==> config.mk <==
export PLATFORM = sky130hd
export DESIGN_NAME = tph_parser
export DESIGN_NICKNAME = d
export VERILOG_FILES = /design/src/tph_pkg.sv /design/src/tph_parser.sv
export SDC_FILE = /design/constraint.sdc
export NUM_CORES = 1
export LEC_CHECK = 0
export ABC_AREA = 1
export BUFFER_PORTS_ARGS = -buffer_cell sky130_fd_sc_hd__buf_2
export CORE_ASPECT_RATIO = 0.6
export CORE_MARGIN = 1.5
export CORE_UTILIZATION = 45
export CTS_CLUSTER_SIZE = 24
export DETAILED_ROUTE_END_ITERATION = 7
export GPL_TIMING_DRIVEN = 0
export PLACE_DENSITY_LB_ADDON = 0.25
export SYNTH_ARGS = -nofsm -noshare
export SYNTH_HDL_FRONTEND = slang
export SYNTH_SLANG_ARGS = --single-unit
==> constraint.sdc <==
create_clock -name aclk -period 8.45 [get_ports aclk]
set_clock_uncertainty 0.15 [all_clocks]
set_input_delay 0.4225 -clock aclk [delete_from_list [all_inputs] [get_ports aclk]]
set_output_delay 0.4225 -clock aclk [all_outputs]
set_load 0.05 [all_outputs]
==> src/tph_pkg.sv <==
package tph_pkg;

    // Result status codes
    typedef enum logic [2:0] {
        ST_COUNTED   = 3'd0,
        ST_NOT_TCP   = 3'd1,
        ST_UNDERFLOW = 3'd2,
        ST_OVERFLOW  = 3'd3,
        ST_READOUT   = 3'd4
    } status_t;

    // Destination port classes
    typedef enum logic [1:0] {
        PC_HTTP  = 2'd0,
        PC_HTTPS = 2'd1,
        PC_OTHER = 2'd2
    } port_class_t;

    // Configuration register indexes
    localparam logic [1:0] REG_BUCKET_WIDTH = 2'd0;
    localparam logic [1:0] REG_BUCKET_COUNT = 2'd1;
    localparam logic [1:0] REG_LEAD_BUCKETS = 2'd2;

    localparam logic [40:0] WIDTH_RESET = 41'd1000000;
    localparam logic [10:0] COUNT_RESET = 11'd600;
    localparam logic [10:0] LEAD_RESET  = 11'd60;

    localparam logic [15:0] PORT_WEB    = 16'd80;
    localparam logic [15:0] PORT_SECURE = 16'd443;
    localparam logic [7:0]  PROTO_TCP   = 8'd6;
    localparam logic [19:0] MICROS_PER_SEC = 20'd1000000;
    localparam logic [15:0] MIN_LEN_V4  = 16'd40;
    localparam logic [15:0] MIN_LEN_V6  = 16'd60;

    // Packet summary handed from the byte parser to the binning engine
    typedef struct packed {
        logic [63:0] ptime;
        logic        is_tcp;
        logic [15:0] dport;
    } pkt_sum_t;

endpackage

==> src/tph_parser.sv <==
module tph_parser (
    input  logic                 aclk,
    input  logic                 aresetn,
    input  logic                 byte_en,
    input  logic [7:0]           data_byte,
    input  logic                 first,
    input  logic                 last,
    input  logic [31:0]          ts_seconds,
    input  logic [19:0]          ts_micros,
    output logic                 done,
    output tph_pkg::pkt_sum_t    summary
);
    logic [15:0] pos_reg, pos_next;
    logic [3:0]  ver_reg, ver_next;
    logic [7:0]  proto_reg, proto_next;
    logic [15:0] dport_reg, dport_next;
    logic [63:0] ptime_reg, ptime_next;
    logic [15:0] p;
    logic [15:0] caplen;
    logic        tcp;

    always_comb begin
        pos_next   = pos_reg;
        ver_next   = ver_reg;
        proto_next = proto_reg;
        dport_next = dport_reg;
        ptime_next = ptime_reg;
        p          = pos_reg;
        if (first) begin
            p          = '0;
            ver_next   = '0;
            proto_next = '0;
            dport_next = '0;
            // seconds times 10^6: 32x20 multiply
            ptime_next = 64'(ts_seconds * MICROS_PER_SEC_64()) + 64'(ts_micros);
        end
        if (p == 16'd0) ver_next = data_byte[7:4];
        if (ver_next == 4'd4) begin
            if (p == 16'd9) proto_next = data_byte;
            else if (p == 16'd22) dport_next = {data_byte, dport_next[7:0]};
            else if (p == 16'd23) dport_next = {dport_next[15:8], data_byte};
        end else if (ver_next == 4'd6) begin
            if (p == 16'd6) proto_next = data_byte;
            else if (p == 16'd42) dport_next = {data_byte, dport_next[7:0]};
            else if (p == 16'd43) dport_next = {dport_next[15:8], data_byte};
        end
        caplen = (p != 16'hFFFF) ? p + 16'd1 : p;
        pos_next = last ? 16'd0 : caplen;
        if (ver_next == 4'd4)
            tcp = caplen >= tph_pkg::MIN_LEN_V4 && proto_next == tph_pkg::PROTO_TCP;
        else if (ver_next == 4'd6)
            tcp = caplen >= tph_pkg::MIN_LEN_V6 && proto_next == tph_pkg::PROTO_TCP;
        else
            tcp = 1'b0;
    end

    function automatic logic [63:0] MICROS_PER_SEC_64();
        return 64'(tph_pkg::MICROS_PER_SEC);
    endfunction

    always_ff @(posedge aclk) begin
        if (!aresetn) begin
            pos_reg   <= '0;
            ver_reg   <= '0;
            proto_reg <= '0;
            dport_reg <= '0;
            ptime_reg <= '0;
            done      <= 1'b0;
        end else begin
            done <= byte_en && last;
            if (byte_en) begin
                pos_reg   <= pos_next;
                ver_reg   <= ver_next;
                proto_reg <= proto_next;
                dport_reg <= dport_next;
                ptime_reg <= ptime_next;
                summary.ptime  <= ptime_next;
                summary.is_tcp <= tcp;
                summary.dport  <= dport_next;
            end
        end
    end
endmodule

; Word-level counts from Yosys, hierarchy flattened
; Cells that the tools add are included.
[word_totals]
ff_bits = 190
output_inout_bits = 82
wordCells = 51
[classes]
addsub = 2
n_mul = 1
order_cmp = 2
eq_ne = 10
muxes = 22
reduce_logical = 5
[op_table]
columns = op, n
row1 = 16-bit two-way mux, 10
row2 = 64-bit two-way mux, 1
row3 = 8-bit two-way mux, 7
row4 = 52-bit by 20-bit adder with 53-bit output, 1
row5 = "32-bit by 14-bit multiplier with 46-bit output, second input constant", 1
row6 = "16-bit by 5-bit equality test with 1-bit output, second input constant", 2
row7 = "16-bit by 6-bit equality test with 1-bit output, second input constant", 2
row8 = "16-bit by 6-bit greater-or-equal comparator with 1-bit output, second input constant", 2
row9 = "16-bit by 1-bit adder with 16-bit output, second input constant", 1
row10 = "16-bit by 3-bit equality test with 1-bit output, second input constant", 1
row11 = "16-bit by 4-bit equality test with 1-bit output, second input constant", 1
row12 = 16-bit logical NOT, 1
row13 = "16-bit != test, second input constant", 1
row14 = "4-bit by 3-bit equality test with 1-bit output, second input constant", 2
row15 = "8-bit by 3-bit equality test with 1-bit output, second input constant", 1
row16 = 4-bit two-way mux, 2
row17 = 1-bit logical AND, 3
row18 = 1-bit two-way mux, 2
row19 = 2-bit AND reduction, 1

; Depth between registers and ports, before layout
[logic_depth]
depth_word = 10
mapped_depth = 33

; Least setup slack after synthesis
; Ideal clock, no wire load.
[synth_timing]
path_type = in2reg
start = input port ts_seconds[0]
end = register summary[57] (netlist name), data pin
setup_time_ns = 0.268
arrival_ns = 5.422
path_slack_ns = 2.610
stages = 30
path_cell_list = ha_1 -> ha_1 -> inv_1 -> fa_1 -> fa_1 -> inv_1 -> ha_1 -> inv_1 -> fa_1 -> inv_1 -> ha_1 -> nand2_1 -> inv_1 -> nand2_1 -> nand2_1 -> inv_1 -> nand3_1 -> xor2_1 -> ha_1 -> nand2_1 -> nor2_1 -> inv_1 -> o21bai_1 -> a21oi_1 -> nor3_1 -> nand3_1 -> nor2_1 -> nand2_1 -> o21ai_0 -> a31oi_1
[synth_between]
elab_chain_len = 3
[synth_lines]
columns = element, line_no
row1 = from (decl), tph_parser.sv:8  ; input logic [31:0] ts_seconds,
row2 = 32-bit by 14-bit multiplier with 46-bit output, tph_parser.sv:35  ; ptime_next = 64'(ts_seconds * MICROS_PER_SEC_64()) + 64'(ts_micros);
row3 = 52-bit by 20-bit adder with 53-bit output, tph_parser.sv:35
row4 = 64-bit two-way mux, tph_parser.sv:29  ; if (first) begin
row5 = via ptime_next[40], tph_parser.sv:17  ; logic [63:0] ptime_reg, ptime_next;
row6 = to (decl), tph_parser.sv:11  ; output tph_pkg::pkt_sum_t summary
; The timed path passes the listed nets, and every way through them passes these cells.
; A chain may end at the register's enable or synchronous reset.

; Final worst setup path
[layout_timing]
start = input port ts_seconds[11]
end = register summary[58] (netlist name), data pin
; Same word-level chain as after synthesis.

==> flow_metrics.env <==
export IMPL_timing_final_crit_share_pct=79.7
export IMPL_critPathTopFamily="adder cells"
export IMPL_num_rows=57
export IMPL_cp_end_kind="register"
export IMPL_die_x_um=264
export IMPL_wl_met1_um=28200
export IMPL_syn_inst=2553
export IMPL_ant_nets=0
export IMPL_worst_path_buf_inv=6
export IMPL_max_stage_delay_ns=0.58
export IMPL_grt_pass1_wl_um=86800
export IMPL_n_fill_cell=4027
export IMPL_area_growth_syn_to_layout_pct=11.1
export IMPL_cts_buffers=17
export IMPL_drv_cap=0
export IMPL_ys_warnings_count=0
export IMPL_gp_congestion=0.929
export IMPL_path_max_fanout=5
export IMPL_cp_arrival_ns=6.79
export IMPL_ys_async_sr_fraction_pct=0
export IMPL_postCtsSetupBuffers=0
export IMPL_syn_area_um2=18400
export IMPL_design_core_area_um2=40400
export IMPL_holdBufCountCts=0
export IMPL_antenna_found_initial=0
export IMPL_fin_util_pct=50.7
export IMPL_final_nets=3091
export IMPL_grt_start_max_net_pins=64
export IMPL_drtPass1Iterations=6
export IMPL_dr_max_layer_used="met4"
export IMPL_slowest_stage="fa_1"
export IMPL_drcViolationCount=0
export IMPL_clock_path_buffers=2
export IMPL_cts_resized=0
export IMPL_multi_input_area_um2=11800
export IMPL_period_needed_ns=6.74
export IMPL_fin_tns_setup_ns=0
export IMPL_largest_reg_flops=81
export IMPL_viasPerCell=5.21
export IMPL_cts_root_buf="clkbuf_16"
export IMPL_drtIter0Drc=1656
export IMPL_dp_final_hpwl_um=45000
export IMPL_hold_viol=0
export IMPL_start_util_pct=45.6
export IMPL_track_usage_pct=26.1
export IMPL_cp_required_ns=8.51
export IMPL_synthFlopType="dfxtp_1"
export IMPL_io_buffers=146
export IMPL_drt_total_wl_um=53700
export IMPL_overflow=0
export IMPL_syn_nets=2925
export IMPL_syn_area_per_cell_um2=7.22
export IMPL_wl_met3_um=4750
export IMPL_numClockSinks=190
export IMPL_synthDistinctLibCells=47
export IMPL_seq_area_um2=4610
export IMPL_path_common_cell="nand2_1"
export IMPL_status="completed"
export IMPL_hold_path_class="primary input to register"
export IMPL_timing_fmax_ghz=0.148
export IMPL_num_vias=17016
export IMPL_clkSlewWorstSetupHoldPaths_ns=0.09
export IMPL_grt_setup_unrepaired="no"
export IMPL_cts_tree="done"
export IMPL_htree_levels=4
export IMPL_synth_seq_cells=190
export IMPL_grt_pass1_vias=15976
export IMPL_layout_drive_gt1_share_pct=7.98
export IMPL_die_area_um2=42200
export IMPL_synth_edf_count=81
export IMPL_final_max_slew_viol_count=0
export IMPL_worstSetupStartpointType="primary input"
export IMPL_critPathKind="primary input to register"
export IMPL_die_y_um=160
export IMPL_slew_headroom_pct=45.3
export IMPL_tightest_slew_ns=0.821
export IMPL_clock_latency_ns=0.45
export IMPL_wire_per_inst_um=16.5
export IMPL_ys_seq_area_share_pct=25.0
export IMPL_met2_length_um=20300
export IMPL_ios=147
export IMPL_setup_violations=0
==> worst min-delay path, stage by stage <==
cell,delay [ns]
buf_2,0.10
nand2_1,0.05
nand2_1,0.06
==> cells in the mapped netlist, types with 19 or more instances <==
| cell type | n | share of area (%) |
|---|---|---|
| a21oi_1 | 119 | 3.2 |
| clkbuf_1 | 48 | 0.98 |
| dfxtp_1 | 109 | 12 |
| edfxtp_1 | 81 | 13 |
| fa_1 | 136 | 15 |
| ha_1 | 171 | 12 |
| inv_1 | 465 | 9.5 |
| nand2_1 | 698 | 14 |
| nand3_1 | 138 | 3.7 |
| nor2_1 | 232 | 4.7 |
| nor3_1 | 27 | 0.73 |
| o211ai_1 | 21 | 0.86 |
| o21ai_0 | 147 | 4.0 |
| xnor2_1 | 19 | 0.90 |
| xor2_1 | 40 | 1.9 |
==> kinds of logic (layout without fill, tap and decap cells) <==
family          after synthesis  count (layout)  synth area share [%]
xor+xnor                     59              59                  2.80
flops                       190             190                  25.0
fa+ha+maj                   307             307                  26.4
buf+inv                     533             712                  11.0
other cells                   0               1                     0
simple gates               1148            1148                  25.6
compound gates              316             316                  9.15
==> layer usage <==
layer / GRT usage (%) / vias to the layer above
met3: 4.27 / 34
met4: 3.58 / 0
met5: 0 / -
li1: - / 8352
met2: 35.9 / 634
met1: 42.8 / 7996
==> area by class of cell <==
type                            count  share of cell area [%]
Multi-Input combinational cell   1830                    57.6
Sequential cell                   190                    22.5
Inverter                          472                    8.67
Timing Repair Buffer              147                    3.70
Tap cell                          531                    3.24
Clock buffer                       17                    2.08
Buffer                             61                    1.26
Clock inverter                     15                   0.947
Antenna cell                        1                  0.0122
==> metrics by stage <==
stage	setup WS (ns)	cells	hold slack (ns)	area [µm²]
floorplan	2.61	2553	0.275	18400
global placement	1.52	3230	0.285	19800
detailed placement	1.51	3231	0.287	19900
CTS	1.97	3263	0.102	20500
global route	1.35	3263	0.125	20500
finish	1.71	3264	0.122	20500
==> path summary, 6_finish.rpt <==
kind                                                 start                         end  slack (ns)  cells after the start
worst max-delay path                        ts_seconds[11]       summary[58]$_DFFE_PP_        1.71                     27
worst min-delay path                          ts_micros[1]       summary[18]$_DFFE_PP_        0.12                      3
worst max register to register     pos_reg[0]$_SDFFE_PN0P_       summary[16]$_DFFE_PP_        4.71                     15
worst min register to register  ptime_reg[61]$_SDFFE_PN0P_  ptime_reg[61]$_SDFFE_PN0P_        0.30                      2
==> cells in the final DEF (no fill, tap or decap), drive strengths merged, types with 2 or more instances in the layout <==
master,synthesis,final
o211ai,21,21
clkbuf,49,66
buf,12,159
a21oi,119,119
o21a,4,4
ha,171,171
dfxtp,109,109
edfxtp,81,81
fa,136,136
and2,4,4
o21ai,158,158
nor3,28,28
nor4,5,5
xor2,40,40
a21o,6,6
or2,2,2
nor2,239,239
a31oi,3,3
nand3b,3,3
nand2,708,708
clkinv,3,12
nand4,17,17
nand3,140,140
o21bai,3,3
xnor2,19,19
inv,469,475
Power is left out: the tool's default activity adds up to more than one toggle a clock period on the data nets, which glitch-free logic cannot reach.
