File: src/tph_divider.sv
module tph_divider (
    input  logic        aclk,
    input  logic        aresetn,
    input  logic        start,
    input  logic [63:0] dividend,
    input  logic [40:0] divisor,
    output logic        done,
    output logic [63:0] quotient
);
    // restoring divide, one quotient bit per cycle
    logic [63:0] q_reg;
    logic [41:0] r_reg;
    logic [40:0] d_reg;
    logic [6:0]  cnt_reg;
    logic        busy_reg;
    logic [41:0] shifted;
    logic [42:0] trial;

    assign shifted  = {r_reg[40:0], q_reg[63]};
    assign trial    = {1'b0, shifted} - {2'b00, d_reg};
    assign quotient = q_reg;

    always_ff @(posedge aclk) begin
        if (!aresetn) begin
            busy_reg <= 1'b0;
            done     <= 1'b0;
            cnt_reg  <= '0;
        end else begin
            done <= 1'b0;
            if (start) begin
                busy_reg <= 1'b1;
                cnt_reg  <= 7'd64;
                q_reg    <= dividend;
                r_reg    <= '0;
                d_reg    <= divisor;
            end else if (busy_reg) begin
                if (!trial[42]) begin
                    r_reg <= trial[41:0];
                    q_reg <= {q_reg[62:0], 1'b1};
                end else begin
                    r_reg <= shifted;
                    q_reg <= {q_reg[62:0], 1'b0};
                end
                cnt_reg <= cnt_reg - 7'd1;
                if (cnt_reg == 7'd1) begin
                    busy_reg <= 1'b0;
                    done     <= 1'b1;
                end
            end
        end
    end
endmodule

File: config.mk
export PLATFORM = sky130hd
export DESIGN_NAME = tph_divider
export DESIGN_NICKNAME = d
export VERILOG_FILES = /design/src/tph_divider.sv
export SDC_FILE = /design/constraint.sdc
export NUM_CORES = 1
export LEC_CHECK = 0
export ABC_AREA = 1
export ABC_CLOCK_PERIOD_IN_PS = 17800
export BUFFER_PORTS_ARGS = -buffer_cell sky130_fd_sc_hd__buf_2
export CAP_MARGIN = 25
export CORE_ASPECT_RATIO = 1.1
export CORE_MARGIN = 5
export CORE_UTILIZATION = 61
export CTS_CLUSTER_DIAMETER = 100
export DETAILED_ROUTE_END_ITERATION = 16
export PLACE_DENSITY = 0.85
export SLEW_MARGIN = 20
export SYNTH_ARGS = -nofsm -noshare
export SYNTH_HDL_FRONTEND = slang
export SYNTH_SLANG_ARGS = --single-unit
File: constraint.sdc
create_clock -name aclk -period 17.8 [get_ports aclk]
set_clock_uncertainty 0.15 [all_clocks]
set_input_delay 2.67 -clock aclk [delete_from_list [all_inputs] [get_ports aclk]]
set_output_delay 2.67 -clock aclk [all_outputs]
set_load 0.005 [all_outputs]
Word level (Yosys, flattened, before mapping) --
Index checks and enable logic that the tools add are counted.
Cells by class: add/subtract/negate cells 2, eq/ne operators 1, multiplexer cells 11, bitwise operators 2, reduce and logical (&&, ||, !) cells 5
Operators by type and width (count):
- $mux W64 | 2
- $mux W41 | 2
- $sub A42 B41 Y43 | 1
- $mux W7 | 2
- $eq A7 B1 Y1 const B | 1
- $sub A7 B1 Y7 const B | 1
- $mux W1 | 5
- $reduce_and A2 Y1 | 2
- $reduce_or A3 Y1 | 1
- $not A1 Y1 | 2
- $reduce_bool A2 Y1 | 1
- $reduce_or A2 Y1 | 1
Word-level totals: bits in registers 155, bits of input ports 108, logic and storage cells 28

Logic depth before layout (Yosys ltp) --
Gate-level depths: netlist (run 1).
word-level depth 4, gate-level depth with buffers 17, gate-level depth less buffers 16

Worst setup path before layout (run 1) --
OpenSTA, ideal clock, no wires.
path type in2reg, from in start, to reg q_reg[0], in the netlist quotient[0], enable pin, arrival time 8.195 ns, setup slack 8.850 ns, cell stages on the path 3, path through clkbuf_1 clkinv_1 a21oi_1
Between the ends: cells in the longest elaborated chain, start to end 2
Ends and longest elaborated chain:
- start: declaration | line 4 | input logic start,
- $reduce_bool A2 Y1 (no source line)
- $reduce_and A2 Y1 (no source line)
- end signal: assignment | line 33 | q_reg <= dividend;
- end signal: assignment | line 39 | q_reg <= {q_reg[62:0], 1'b1};
- end signal: assignment | line 42 | q_reg <= {q_reg[62:0], 1'b0};
- end: declaration | line 11 | logic [63:0] q_reg;
No other way between the ends. A chain may end at the register's enable or synchronous reset.

==> flow_metrics.env, run 1 <==
export IMPL_status="completed"
export IMPL_reg2reg_depth=12
export IMPL_cts_buffer_depth=2
export IMPL_tightest_slew_ns=0.906
export IMPL_cts_sinks=155
export IMPL_drv_slew=0
export IMPL_cts_resized=0
export IMPL_arrival_ns=4.83
export IMPL_drv_cap=0
export IMPL_grt_pass1_vias=8397
export IMPL_syn_num_nets=1454
export IMPL_yosysSeqAreaShare_pct=47.3
export IMPL_numCtsBuffers=17
export IMPL_fin_ws_ns=13.12
export IMPL_drtIter0Drc=591
export IMPL_syn_area_per_cell_um2=7.42
export IMPL_ir_drop_v=0.0000897
export IMPL_crit_slowest_cell="inv_2"
export IMPL_start_kind="input pin"
export IMPL_grt_pass1_wl_um=40400
export IMPL_setup_viol_count_final=0
export IMPL_drc=0
export IMPL_power_leakage_nw=5.90
export IMPL_drtPass1Iterations=6
export IMPL_path_clk_slew_ns=0.06
export IMPL_drive_above_1_share_pct=15.0
export IMPL_initial_core_util_pct=61.8
export IMPL_cpMostUsedCell="nand2_1"
export IMPL_synthArstFlopShare_pct=0
export IMPL_chipWidth_um=130
export IMPL_wl_um=25000
export IMPL_ant_nets=0
export IMPL_synth_seq_cells=155
export IMPL_m1WireLength_um=10100
export IMPL_ioPinCount=173
export IMPL_row_count=48
export IMPL_crit_start="start"
export IMPL_powerDensity_nw_per_um2=95.1
export IMPL_hold_buffers=0
export IMPL_dp_hpwl_um=18900
export IMPL_cts_root_buf="clkbuf_16"
export IMPL_rsz0062_at_grt="false"
export IMPL_cpPeakStageDelay_ns=0.68
export IMPL_critPathRequiredTime_ns=17.96
export IMPL_largest_register_ffs=64
export IMPL_io_buffer_count=172
export IMPL_critical_path_class="input pin to flop"
export IMPL_synth_edf_count=146
export IMPL_yosys_area_top_type="edfxtp_1"
export IMPL_coreArea_um2=15600
export IMPL_hold_start="busy_reg"
export IMPL_crit_chain="buf_2 > inv_2 > buf_4 > nand2_2 > nand2_1 > nand2_1 > inv_1"
export IMPL_r2r_end="r_reg[29]"
export IMPL_hold_viol=0
export IMPL_hold_end="cnt_reg[1]"
export IMPL_synth_top_area_share_pct=45.4
export IMPL_cts_tree="built"
export IMPL_syn_area_um2=9660
export IMPL_vias_per_cell=5.08
export IMPL_synth_warnings=0
export IMPL_areaGrowthSynthToFinish_pct=16.0
export IMPL_detail_route_wl_per_cell_um=14.8
export IMPL_fmax_mhz=214
export IMPL_grt_max_degree=73
export IMPL_antennaDiodeCount=0
export IMPL_overflow=0
export IMPL_period_needed_ns=4.68
export IMPL_pre_cts_ws_ns=12.71
export IMPL_yosysUniqueCellTypes=33
export IMPL_syn_instance_count=1302
export IMPL_end_kind="flop"
export IMPL_hp_class="flop to flop"
export IMPL_power_mw=1.07
export IMPL_num_vias=8558
export IMPL_fp_dieH_um=142
export IMPL_grt_antenna_before_repair=0
export IMPL_postCtsSetupRepairBufs=0
export IMPL_insertion_delay_ns=0.43
export IMPL_fin_setup_tns_ns=0
export IMPL_die_area_um2=18400
export IMPL_track_usage_pct=27.8
export IMPL_relSlewSlack_pct=39.3
export IMPL_synth_area_top_cells="edfxtp_1, nand2_1, inv_1"
export IMPL_reg2reg_from="quotient[63]"
export IMPL_r2r_slack_ns=14.17
export IMPL_route_top_layer_used="met4"
export IMPL_fin_crit_sh_pct=26.3
export IMPL_cts_max_level=4
export IMPL_worst_path_max_fanout=55
export IMPL_final_nets=1623
export IMPL_min_path_cells=1
export IMPL_wl_met2_um=12400
export IMPL_place_gp_congestion=0.976
export IMPL_yosys_most_used_dff="edfxtp_1"
export IMPL_wl_met3_um=1850
layer usage:
metal / track usage [%] / vias up
li1: - / 4362
met1: 33.5 / 3816
met2: 48.6 / 325
met3: 6.72 / 55
met4: 10.1 / 0
met5: 0 / -
metrics by stage:
stage	util [%]	instances	hold slack, ns	cell area [um2]
2_1_floorplan	-	1302	0.287	9660
3_3_place_gp	68.3	1652	0.303	10700
3_5_place_dp	68.3	1652	0.323	10700
4_1_cts	71.7	1683	0.339	11200
5_1_grt	71.7	1683	0.378	11200
6_report	71.7	1683	0.335	11200
cell families (layout without fill, tap and decap cells):
group / Yosys count / count (layout) / synth area share, %
buffers and inverters: 241 / 422 / 9.80
XOR/XNOR: 23 / 23 / 2.09
flip-flops: 155 / 155 / 47.3
AO/OA/AOI/OAI: 70 / 70 / 3.89
AND/OR/NAND/NOR: 769 / 769 / 31.2
adder cells (fa/ha/maj): 44 / 44 / 5.78
where the power goes:
part / internal (mW) / switching, mW
registers: 0.438 / 0.0156
logic: 0.0988 / 0.179
clock network: 0.179 / 0.155
final cells by class:
class	instances	area [um2]
clock buffers	19	433
clock inverters	12	92.6
fillers	1246	4420
inverters	214	803
multi-input cells	906	4160
flip-flops and latches	155	4560
well taps	200	250
repair buffers	177	898
cells in the mapped netlist, types with 2 or more instances:
cell type  number
inv_2           4
nand2_1       558
clkbuf_1       17
xor2_1          2
inv_1         209
a21oi_1        37
or2_2           2
buf_6           3
dfxtp_1         9
o21ai_0         9
buf_4           5
xnor2_1        21
o21bai_1        2
buf_1           2
edfxtp_1      146
o21ai_1        14
nand3_1        52
nor2_1        139
nor2_2          5
ha_1           43
o21a_1          4
nor3_1          6
nand2_2         2
a21o_1          2
worst max path at each step:
stage             endpoint  slack, ns  depth (start not counted)
2_1_floorplan  quotient[0]       8.85                          3
3_3_place_gp     r_reg[33]      12.73                          7
3_5_place_dp     r_reg[30]      12.71                          7
4_1_cts          r_reg[30]      13.15                          7
5_1_grt          r_reg[28]      12.96                          7
6_report         r_reg[29]      13.12                          7
worst max-delay path: cells and delay by family:
family        cells  cell delay (ns)
simple gates      3             0.55
buf+inv           4             1.53
layout by cell type, fill, tap and decap left out, types with 3 or more instances in the layout:
master	Yosys	layout
a21oi_1	37	36
buf_2	0	172
buf_4	5	5
clkbuf_16	0	17
clkinv_4	0	3
dfxtp_1	9	9
edfxtp_1	146	146
ha_1	43	43
inv_1	209	208
inv_2	4	5
inv_6	0	3
nand2_1	558	558
nand3_1	52	52
nor2_1	139	139
nor2_2	5	5
nor3_1	6	6
o21a_1	4	4
o21ai_0	9	9
o21ai_1	14	14
xnor2_1	21	21
No activity file was read; power rests on OpenSTA's default activity.
==> inputs of run 2 (changes only) <==
ABC_CLOCK_PERIOD_IN_PS = 4320   (was 17800)
CORE_UTILIZATION = 57   (was 61)
PLACE_DENSITY = 0.8   (was 0.85)
clock period = 4.32 ns   (was 17.8 ns; I/O delays follow)
==> flow_metrics.env, run 2 (synthesis results as in run 1) <==
export IMPL_setup_viol_count_final=0
export IMPL_gr_usage_met2_pct=41.8
export IMPL_detail_route_wl_per_cell_um=14.3
export IMPL_vias_per_cell=5.07
export IMPL_worst_path_max_fanout=47
export IMPL_num_vias=8594
export IMPL_power_leakage_nw=5.94
export IMPL_status="finished with violations"
export IMPL_ioPinCount=173
export IMPL_antennaDiodeCount=0
export IMPL_period_needed_ns=3.12
export IMPL_coreArea_um2=16800
export IMPL_postCtsSetupRepairBufs=0
export IMPL_drc=1
export IMPL_numCtsBuffers=17
export IMPL_die_area_um2=19600
export IMPL_io_buffer_count=172
export IMPL_row_count=50
export IMPL_fin_cells=1694
export IMPL_track_usage_pct=24.9
export IMPL_insertion_delay_ns=0.43
export IMPL_dp_hpwl_um=18500
export IMPL_chipWidth_um=134
export IMPL_drive_above_1_share_pct=15.3
export IMPL_fillers=1452
export IMPL_path_clk_slew_ns=0.07
export IMPL_grt_busiest_layer="met2"
export IMPL_cts_max_level=4
export IMPL_final_common_cell="nand2_1"
export IMPL_cts_buffer_depth=2
export IMPL_arrival_ns=3.15
export IMPL_final_nets=1625
export IMPL_fmax_mhz=321
export IMPL_hp_class="input pin to flop"
export IMPL_initial_core_util_pct=57.4
export IMPL_critical_path_class="flop to flop"
export IMPL_drv_cap=0
export IMPL_drv_slew=0
export IMPL_largest_register_ffs=64
export IMPL_overflow=0
export IMPL_grt_pass1_wl_um=39500
export IMPL_grt_pass1_vias=8381
export IMPL_grt_met1_usage_pct=32.2
export IMPL_fin_ws_ns=1.20
export IMPL_drtPass1Iterations=12
export IMPL_place_gp_congestion=1.02
export IMPL_pre_cts_ws_ns=1.26
export IMPL_placedCellCount=1661
export IMPL_cts_resized=0
export IMPL_start_kind="flop"
export IMPL_critPathRequiredTime_ns=4.35
export IMPL_grt_max_degree=64
export IMPL_hold_buffers=0
export IMPL_wl_um=24300
export IMPL_end_kind="flop"
export IMPL_gr_usage_met3_pct=6.20
export IMPL_tightest_slew_ns=0.807
export IMPL_final_cell_mix="nand2_1, inv_1, buf_2"
export IMPL_cts_tree="built"
export IMPL_fp_dieH_um=147
export IMPL_rsz0062_at_grt="false"
export IMPL_hold_viol=0
export IMPL_cts_sinks=155
export IMPL_cts_root_buf="clkbuf_16"
export IMPL_violations="DRC"
export IMPL_relSlewSlack_pct=45.8
export IMPL_drtIter0Drc=589
export IMPL_ir_drop_v=0.000299
export IMPL_areaGrowthSynthToFinish_pct=17.1
export IMPL_grt_antenna_before_repair=0
export IMPL_fin_setup_tns_ns=0
export IMPL_powerDensity_nw_per_um2=399
export IMPL_ant_nets=0
export IMPL_fin_crit_sh_pct=72.2
## run 2: changes by cell type in the layout (fill, tap and decap cells not counted), moves of 2 or more
cell        before  now
clkbuf_8         0    3
clkbuf_1         2    0
clkinv_2         2    0
clkinv_4         3    1
clkinvlp_4       2    4
## run 2: metal layers
layer / part of all wire (%) / wire [um] / vias up
li1: - / - / 4367
met1: 42 / 10200 / 3861
met2: 48 / 11700 / 330
met3: 8.0 / 1940 / 36
met4: 1.9 / 458 / 0
met5: 0 / 0 / -
## run 2: worst paths after layout
check	cells past startpoint	start	end	slack, ns
setup / recovery	12	quotient[63]	r_reg[28]	1.20
hold reg to reg	1	busy_reg	cnt_reg[1]	0.33
hold / removal	1	divisor[22]	d_reg[22]	0.24
setup reg to reg	12	quotient[63]	r_reg[28]	1.20
## run 2: area by class of cell
type                       instances  area [um2]  area share (%)
clock buffer                      20         467            4.13
clock inverter                    12         126            1.12
inverter                         214         803            7.11
multi-input combinational        906        4160            36.8
sequential                       155        4560            40.4
tap                              208         260            2.30
timing repair buffer             179         926            8.19
## run 2: stage by stage
stage	power (mW)	hold slack, ns	instance area (um2)	utilization, %
finish	4.50	0.236	11300	67.2
global route	4.77	0.222	11300	67.2
CTS	4.52	0.221	11300	67.0
detailed placement	3.02	0.316	10700	63.5
global placement	2.99	0.310	10700	63.5
floorplan	2.72	0.289	9670	-
## run 2: where the power goes
group | internal [mW] | total, mW | switching, mW | leakage (nW)
logic | 0.410 | 1.14 | 0.729 | 4.19
clock network | 0.855 | 1.50 | 0.646 | 0.280
registers | 1.80 | 1.87 | 0.0616 | 1.47
total | 3.07 | 4.50 | 1.44 | 5.94
## run 2: worst max-delay path, stage by stage (launching register included)
cell      delay [ns]
edfxtp_1        0.41
inv_1           0.08
ha_1            0.13
inv_1           0.07
fa_1            0.42
nand3_1         0.11
nand3_1         0.21
nand2_1         0.18
nand3_4         0.41
nand2_2         0.46
nand2_1         0.11
nand2_1         0.08
inv_1           0.03
